===== config.mk =====
export PLATFORM = sky130hd
export DESIGN_NAME = erv_cell
export DESIGN_NICKNAME = d
export VERILOG_FILES = /design/src/rtl/core/erv_pkg.sv /design/src/rtl/core/erv_cell.sv
export SDC_FILE = /design/constraint.sdc
export NUM_CORES = 1
export LEC_CHECK = 0
export BUFFER_PORTS_ARGS = -buffer_cell sky130_fd_sc_hd__buf_2
export CORE_AREA = 8 8 291 293
export DETAILED_ROUTE_END_ITERATION = 12
export DIE_AREA = 0 0 299 301
export MAX_ROUTING_LAYER = met4
export PLACE_DENSITY = 0.55
export SYNTH_ARGS = -nofsm -noshare
export SYNTH_HDL_FRONTEND = slang
export SYNTH_SLANG_ARGS = --single-unit

===== constraint.sdc =====
create_clock -name clk -period 1.4 [get_ports clk]
set_input_delay 0.14 -clock clk [delete_from_list [all_inputs] [get_ports clk]]
set_output_delay 0.14 -clock clk [all_outputs]
set_load 0.02 [all_outputs]

===== src/rtl/core/erv_pkg.sv =====
// Package: constants, types and the arctangent table for the Euler vector rotator.
`timescale 1ns / 1ps
package erv_pkg;
	localparam int VECTOR_WIDTH_DEF = 24;
	localparam int ANGLE_WIDTH_DEF  = 16;
	localparam int TRIG_STAGES_DEF  = 16;
	localparam int ATAN_COUNT       = 24;
	localparam int CW               = 34;   // CORDIC datapath width
	localparam logic signed [CW-1:0] INV_GAIN_Q30 = 34'sd652032874;
	localparam logic signed [CW-1:0] ONE_Q30 = 34'sd1073741824;
	localparam logic signed [63:0] HALF_Q30 = 64'sd536870912;

	typedef enum logic {
		OP_BODY  = 1'b0,
		OP_EARTH = 1'b1
	} op_t;

	// one CORDIC lane: x, y, residual angle
	typedef struct packed {
		logic signed [CW-1:0] x;
		logic signed [CW-1:0] y;
		logic signed [CW-1:0] z;
	} lane_t;

	// three lanes plus the flip marks of each angle
	typedef struct packed {
		lane_t [2:0] ln;
		logic  [2:0] flip;
	} trig_t;

	function automatic logic signed [CW-1:0] atan_val(input int i);
		logic signed [CW-1:0] r;
		begin
			case (i)
				0: r = 34'sd536870912;  1: r = 34'sd316933406;
				2: r = 34'sd167458907;  3: r = 34'sd85004756;
				4: r = 34'sd42667331;   5: r = 34'sd21354465;
				6: r = 34'sd10679838;   7: r = 34'sd5340245;
				8: r = 34'sd2670163;    9: r = 34'sd1335087;
				10: r = 34'sd667544;    11: r = 34'sd333772;
				12: r = 34'sd166886;    13: r = 34'sd83443;
				14: r = 34'sd41722;     15: r = 34'sd20861;
				16: r = 34'sd10430;     17: r = 34'sd5215;
				18: r = 34'sd2608;      19: r = 34'sd1304;
				20: r = 34'sd652;       21: r = 34'sd326;
				22: r = 34'sd163;       23: r = 34'sd81;
				default: r = '0;
			endcase
			return r;
		end
	endfunction

	// floor((a*b + 2^29) / 2^30) for Q30 operands
	function automatic logic signed [CW-1:0] q30mul(input logic signed [CW-1:0] a,
			input logic signed [CW-1:0] b);
		logic signed [63:0] p;
		logic signed [63:0] s;
		begin
			p = 64'(a) * 64'(b);
			s = (p + HALF_Q30) >>> 30;
			return s[CW-1:0];
		end
	endfunction

	function automatic logic signed [CW-1:0] clamp_unit(input logic signed [CW-1:0] v);
		logic signed [CW-1:0] r;
		begin
			if (v > ONE_Q30) r = ONE_Q30;
			else if (v < -ONE_Q30) r = -ONE_Q30;
			else r = v;
			return r;
		end
	endfunction
endpackage


===== src/rtl/core/erv_cell.sv =====
// One CORDIC iteration cell for three angle lanes, with the item's payload riding alongside.
`timescale 1ns / 1ps
module erv_cell #(
	parameter int STAGE   = 0,
	parameter int PAYLOAD = 73
) (
	input  logic                clk,
	input  logic                arst_n,
	input  logic                en,
	input  logic                vld_in,
	input  erv_pkg::trig_t      trig_in,
	input  logic [PAYLOAD-1:0]  pay_in,
	output logic                vld_q,
	output erv_pkg::trig_t      trig_q,
	output logic [PAYLOAD-1:0]  pay_q
);
	erv_pkg::trig_t nxt;
	localparam logic signed [erv_pkg::CW-1:0] A = erv_pkg::atan_val(STAGE);

	always_comb begin
		nxt = trig_in;
		for (int l = 0; l < 3; l++) begin
			if (!trig_in.ln[l].z[erv_pkg::CW-1]) begin
				nxt.ln[l].x = trig_in.ln[l].x - (trig_in.ln[l].y >>> STAGE);
				nxt.ln[l].y = trig_in.ln[l].y + (trig_in.ln[l].x >>> STAGE);
				nxt.ln[l].z = trig_in.ln[l].z - A;
			end else begin
				nxt.ln[l].x = trig_in.ln[l].x + (trig_in.ln[l].y >>> STAGE);
				nxt.ln[l].y = trig_in.ln[l].y - (trig_in.ln[l].x >>> STAGE);
				nxt.ln[l].z = trig_in.ln[l].z + A;
			end
		end
	end

	always_ff @(posedge clk or negedge arst_n) begin
		if (!arst_n) vld_q <= 1'b0;
		else if (en) vld_q <= vld_in;
	end

	always_ff @(posedge clk) begin
		if (en) begin
			trig_q <= nxt;
			pay_q  <= pay_in;
		end
	end
endmodule


==> impl_summary.txt <==
----------------------------------------------------
[Floorplanning]
  Count of pins on the block boundary ... approximately 770
  Overall die area ... 90000 µm²
  Die width ... ~300 µm
  Die boundary height ... 301 µm
  Initial cell density of the core ... 0.3651
  Cell row count ... around 100
  Standard cell core area ... 79900 µm²

[Power]
  Cell-internal power ... 31.93 mW
  Power density over the cells ... about 930 nW/µm²
  Switching Fraction ... 0.3554
  Fraction of power consumed by sequential logic ... 0.303
  Cell leakage power ... 23.95 nW
  Worst VDD drop ... around 0.00096 V
  Clock Power Share ... 0.245
  Net switching power figure ... 17.61 mW
  Share of power burned in combinational logic ... 0.452

[Timing]
  Final Hold Vio Count ... 0
  Count of pins over their slew limit ... 0
  Normalized max-slew margin ... 0.3530
  Min Tclk post-route ... 2.284 ns
  Portion of the clock cycle consumed by the worst path in the final layout ... 1.631
  Final-report setup violation count ... 177
  Transition time at the pin with the least slew margin ... 0.9617 ns
  Final total negative setup slack ... -96.54 ns
  Highest achievable clock rate ... 0.4379 GHz
  RSZ-0062 raised after global routing ... true
  Largest clock skew in the final design ... 0 ns
  Worst-case setup margin in the final layout ... -0.8838 ns
  Worst hold slack across all endpoints ... ~0.025 ns

[Logic synthesis]
  Fraction of the yosys area taken by sequential cells ... 0.3910
  Count of warnings emitted by yosys ... 0
  Count of flip-flops with a built-in enable after synthesis ... 379
  Total nets after synthesis ... 3799
  Fraction of post-synthesis cell area in the top cell type by area ... 0.3902
  Synthesized area divided by synthesized cell count ... 9.425 µm²
  Flops & latches, synth ... 380
  Count of cell types in the netlist ... 89
  Fraction of registers with async set/reset ... 0.002632
  Largest cells by area after synthesis ... edfxtp_1 39%, ha_1 13%, a21oi_1 5.7%
  Post-synthesis cell area ... 29170 µm²
  Number of instances in the synthesized netlist ... 3095
  Most instantiated flip-flop cell in the synthesis netlist ... edfxtp_1
  Library cell with the largest summed area after synthesis ... edfxtp_1

[Place]
  Buffers on Ports ... ~770
  Setup slack at placement ... -1.668 ns
  Half-perimeter wire length of the detailed placement result ... ~110000 µm
  Dpl cells ... 5874
  Global placer's final weighted congestion ... just under 1
  Cell area reported after detailed placement ... 44020 µm²

[Route]
  Drt wl/cell ... 22.14 µm
  Via total after detailed routing ... 32403
  DRC violation count after routing ... 0
  Number of DRC markers after the initial detailed-route iteration ... 2211
  Routed wire length ... 139600 µm
  DRT antenna net count ... 0
  Per-cell via count in the routed design ... around 5.1
  Length of the first detailed-routing pass in iterations ... 6

[Setup path]
  Worst setup path class ... in2reg
  Capture point of the critical path ... trig_q[94]
  Type of origin of the critical path ... input pin
  Origin of the worst setup path ... trig_in[38]
  Startpoint of the worst register-to-register path ... vld_q
  Crit path required time ... 1.74 ns
  Register-to-register setup slack ... about 0.63 ns
  R2R Path End ... vld_q
  Depth of the worst register-to-register path ... 1
  Data arrival, critical path ... 2.62 ns
  Critical Path Slowest Stage Cell ... or4b_4
  Critical path capture point type ... flip-flop
  Delay of the slowest cell on the worst path ... approximately 0.54 ns
  Cells traversed along the worst timing path ... buf_12, clkinvlp_4, ha_4, nor2b_4, o211ai_1, or4b_4, a31oi_4, o31a_1, buf_4, o22ai_4, a211oi_2, a21oi_1, xnor2_1
  Largest driver fanout on the critical path ... 4

[Job]
  # Max-Cap Violations ... 0

[Global route]
  Aggregate global-route resource usage ... 0.2995
  Pin count of the biggest net entering global routing ... 47
  Number of global-route vias before repair ... between 30000 and 40000
  Initial antenna violation count ... 28
  Global route overflow ... 0
  Wire length of the first global-routing pass ... 204100 µm

[Run status]
  Outcome ... finished, violations left
  Violated checks ... setup timing

[Clocking]
  Clock root buffer ... clkbuf_16
  Largest buffer count on any clock path ... 3
  CTS H-Tree Depth ... 2
  Clock buffer count from CTS ... 44
  Worst skew pair latency ... 0.58 ns
  Clock transition at the register clock pins on the worst setup and hold paths after CTS ... approximately 0.06 ns
  Sinks on Clock Net ... 380
  CTS tree ... built

[Cells and area]
  Post-synthesis to final-layout area growth ... 83.04%
  Number of nets at the end of the flow ... 5892
  Most common library cell in the layout ignoring fill and taps ... buf_4
  Share of layout cells above drive strength 1 ... 0.5468
  Summed area of non-filler cells in the final layout ... 53390 µm²
  Highest-count cells in the layout ignoring fill and taps ... 1085 x buf_4, 688 x buf_2, 379 x edfxtp_1, 242 x inv_1, 218 x nor2_1
  Final Instance Count excl. Fillers ... 6304

[Min path]
  Startpoint of the tightest hold check path ... trig_in[137]
  Hold crit path type ... in2reg

----------------------------------------------------
==> cells in the mapped netlist (6+ instances only) <==
cell type  number
nand4_1        30
nand3_1        35
ha_1          306
xnor2_1       178
nand3b_1       11
nor3_1         62
o21ai_1        10
o21bai_1       59
o31ai_1        45
buf_4           6
o41ai_1         6
clkinv_1        8
a31oi_1        30
a211oi_1       35
fa_1           12
nor4_1         24
o21a_1         18
nand2_1       145
edfxtp_1      379
xor2_1         25
a21oi_1       335
a221oi_1        9
buf_2          32
or2_2           7
a211o_1         7
a21boi_0       14
o31a_1         15
buf_1          30
nand2b_1       34
and2_1         12
inv_1         299
or3_1          23
o21ai_0       186
clkbuf_1       69
a311oi_1        9
and3_1          9
nor2_1        265
o221ai_1        7
mux2i_1        44
o211ai_1       27
nor2b_1        35
a2111oi_0       9
a21o_1         84
==> critical path: cells and delay by family <==
kind                     cells  cell delay [ns]
AND/OR/NAND/NOR              2             0.67
adder cells (fa/ha/maj)      1             0.23
AO/OA/AOI/OAI                6             1.09
buffers and inverters        3             0.34
XOR/XNOR                     1             0.14
==> area by class of cell <==
cell class | instances | area, µm²
flip-flops and latches | 380 | 11410
multi-input cells | 2267 | 21340
well taps | 1060 | 1326
clock inverters | 26 | 347.8
fillers | 6292 | 26500
diodes | 23 | 57.56
repair buffers | 2184 | 16440
inverters | 311 | 1345
clock buffers | 53 | 1135
==> through the flow <==
| stage | total power, mW | util |
|---|---|---|
| 2_1_floorplan | 24.44 | - |
| 3_3_place_gp | 33.26 | 0.5510 |
| 3_5_place_dp | 33.30 | 0.5510 |
| 4_1_cts | 48.34 | 0.6428 |
| 5_1_grt | 51.64 | 0.6682 |
| 6_report | 49.54 | 0.6683 |
==> timing repair <==
action | CTS | global route
endpoints found under the hold margin | 181 | 0
gates resized for setup | 708 | 363
endpoints found under the setup margin | 191 | 189
cloned | 1 | 0
buffers inserted | 128 | 76
hold buffers | 179 | 0
pin swaps | 361 | 303
==> registers in the layout, indices dropped and copies added, names as in the netlist <==
register,count
vld_q,1
pay_q,73
trig_q,306
==> cell families after synthesis <==
kind of cell    count (synthesis)  synth area share
xor+xnor                      203           0.06095
buf+inv                       448           0.05979
compound gates                986            0.2166
mux                            48           0.01664
simple gates                  712            0.1156
fa+ha+maj                     318            0.1395
flops                         380            0.3910
==> worst min-delay path by stage <==
stage	depth (start not counted)	slack [ns]	to
finish	3	0.02	trig_q[138]
floorplan	0	-0.16	vld_q
CTS	3	0.004	trig_q[138]
detailed placement	1	-0.08	vld_q
global placement	1	-0.08	vld_q
global route	3	0.02	trig_q[138]
==> metal layers <==
| metal | global-route usage | part of all wire | up-vias |
|---|---|---|---|
| met5 | - | 0 | - |
| met4 | 0.1289 | 0.051 | 0 |
| met3 | 0.05957 | 0.066 | 297 |
| met2 | 0.5136 | 0.49 | 1167 |
| met1 | 0.3393 | 0.39 | 15551 |
| li1 | - | - | 15388 |
==> power groups by stage <==
stage                     combinational (mW)  clock, mW  sequential [mW]
after global placement                  18.1          0             15.2
after floorplan                         7.41          0             17.0
after detailed placement                18.1          0             15.2
after CTS                               20.9       12.4             15.0
after global routing                    23.7       12.8             15.1
final                                   22.4       12.1             15.0
Power figures use the tool's default switching activity.
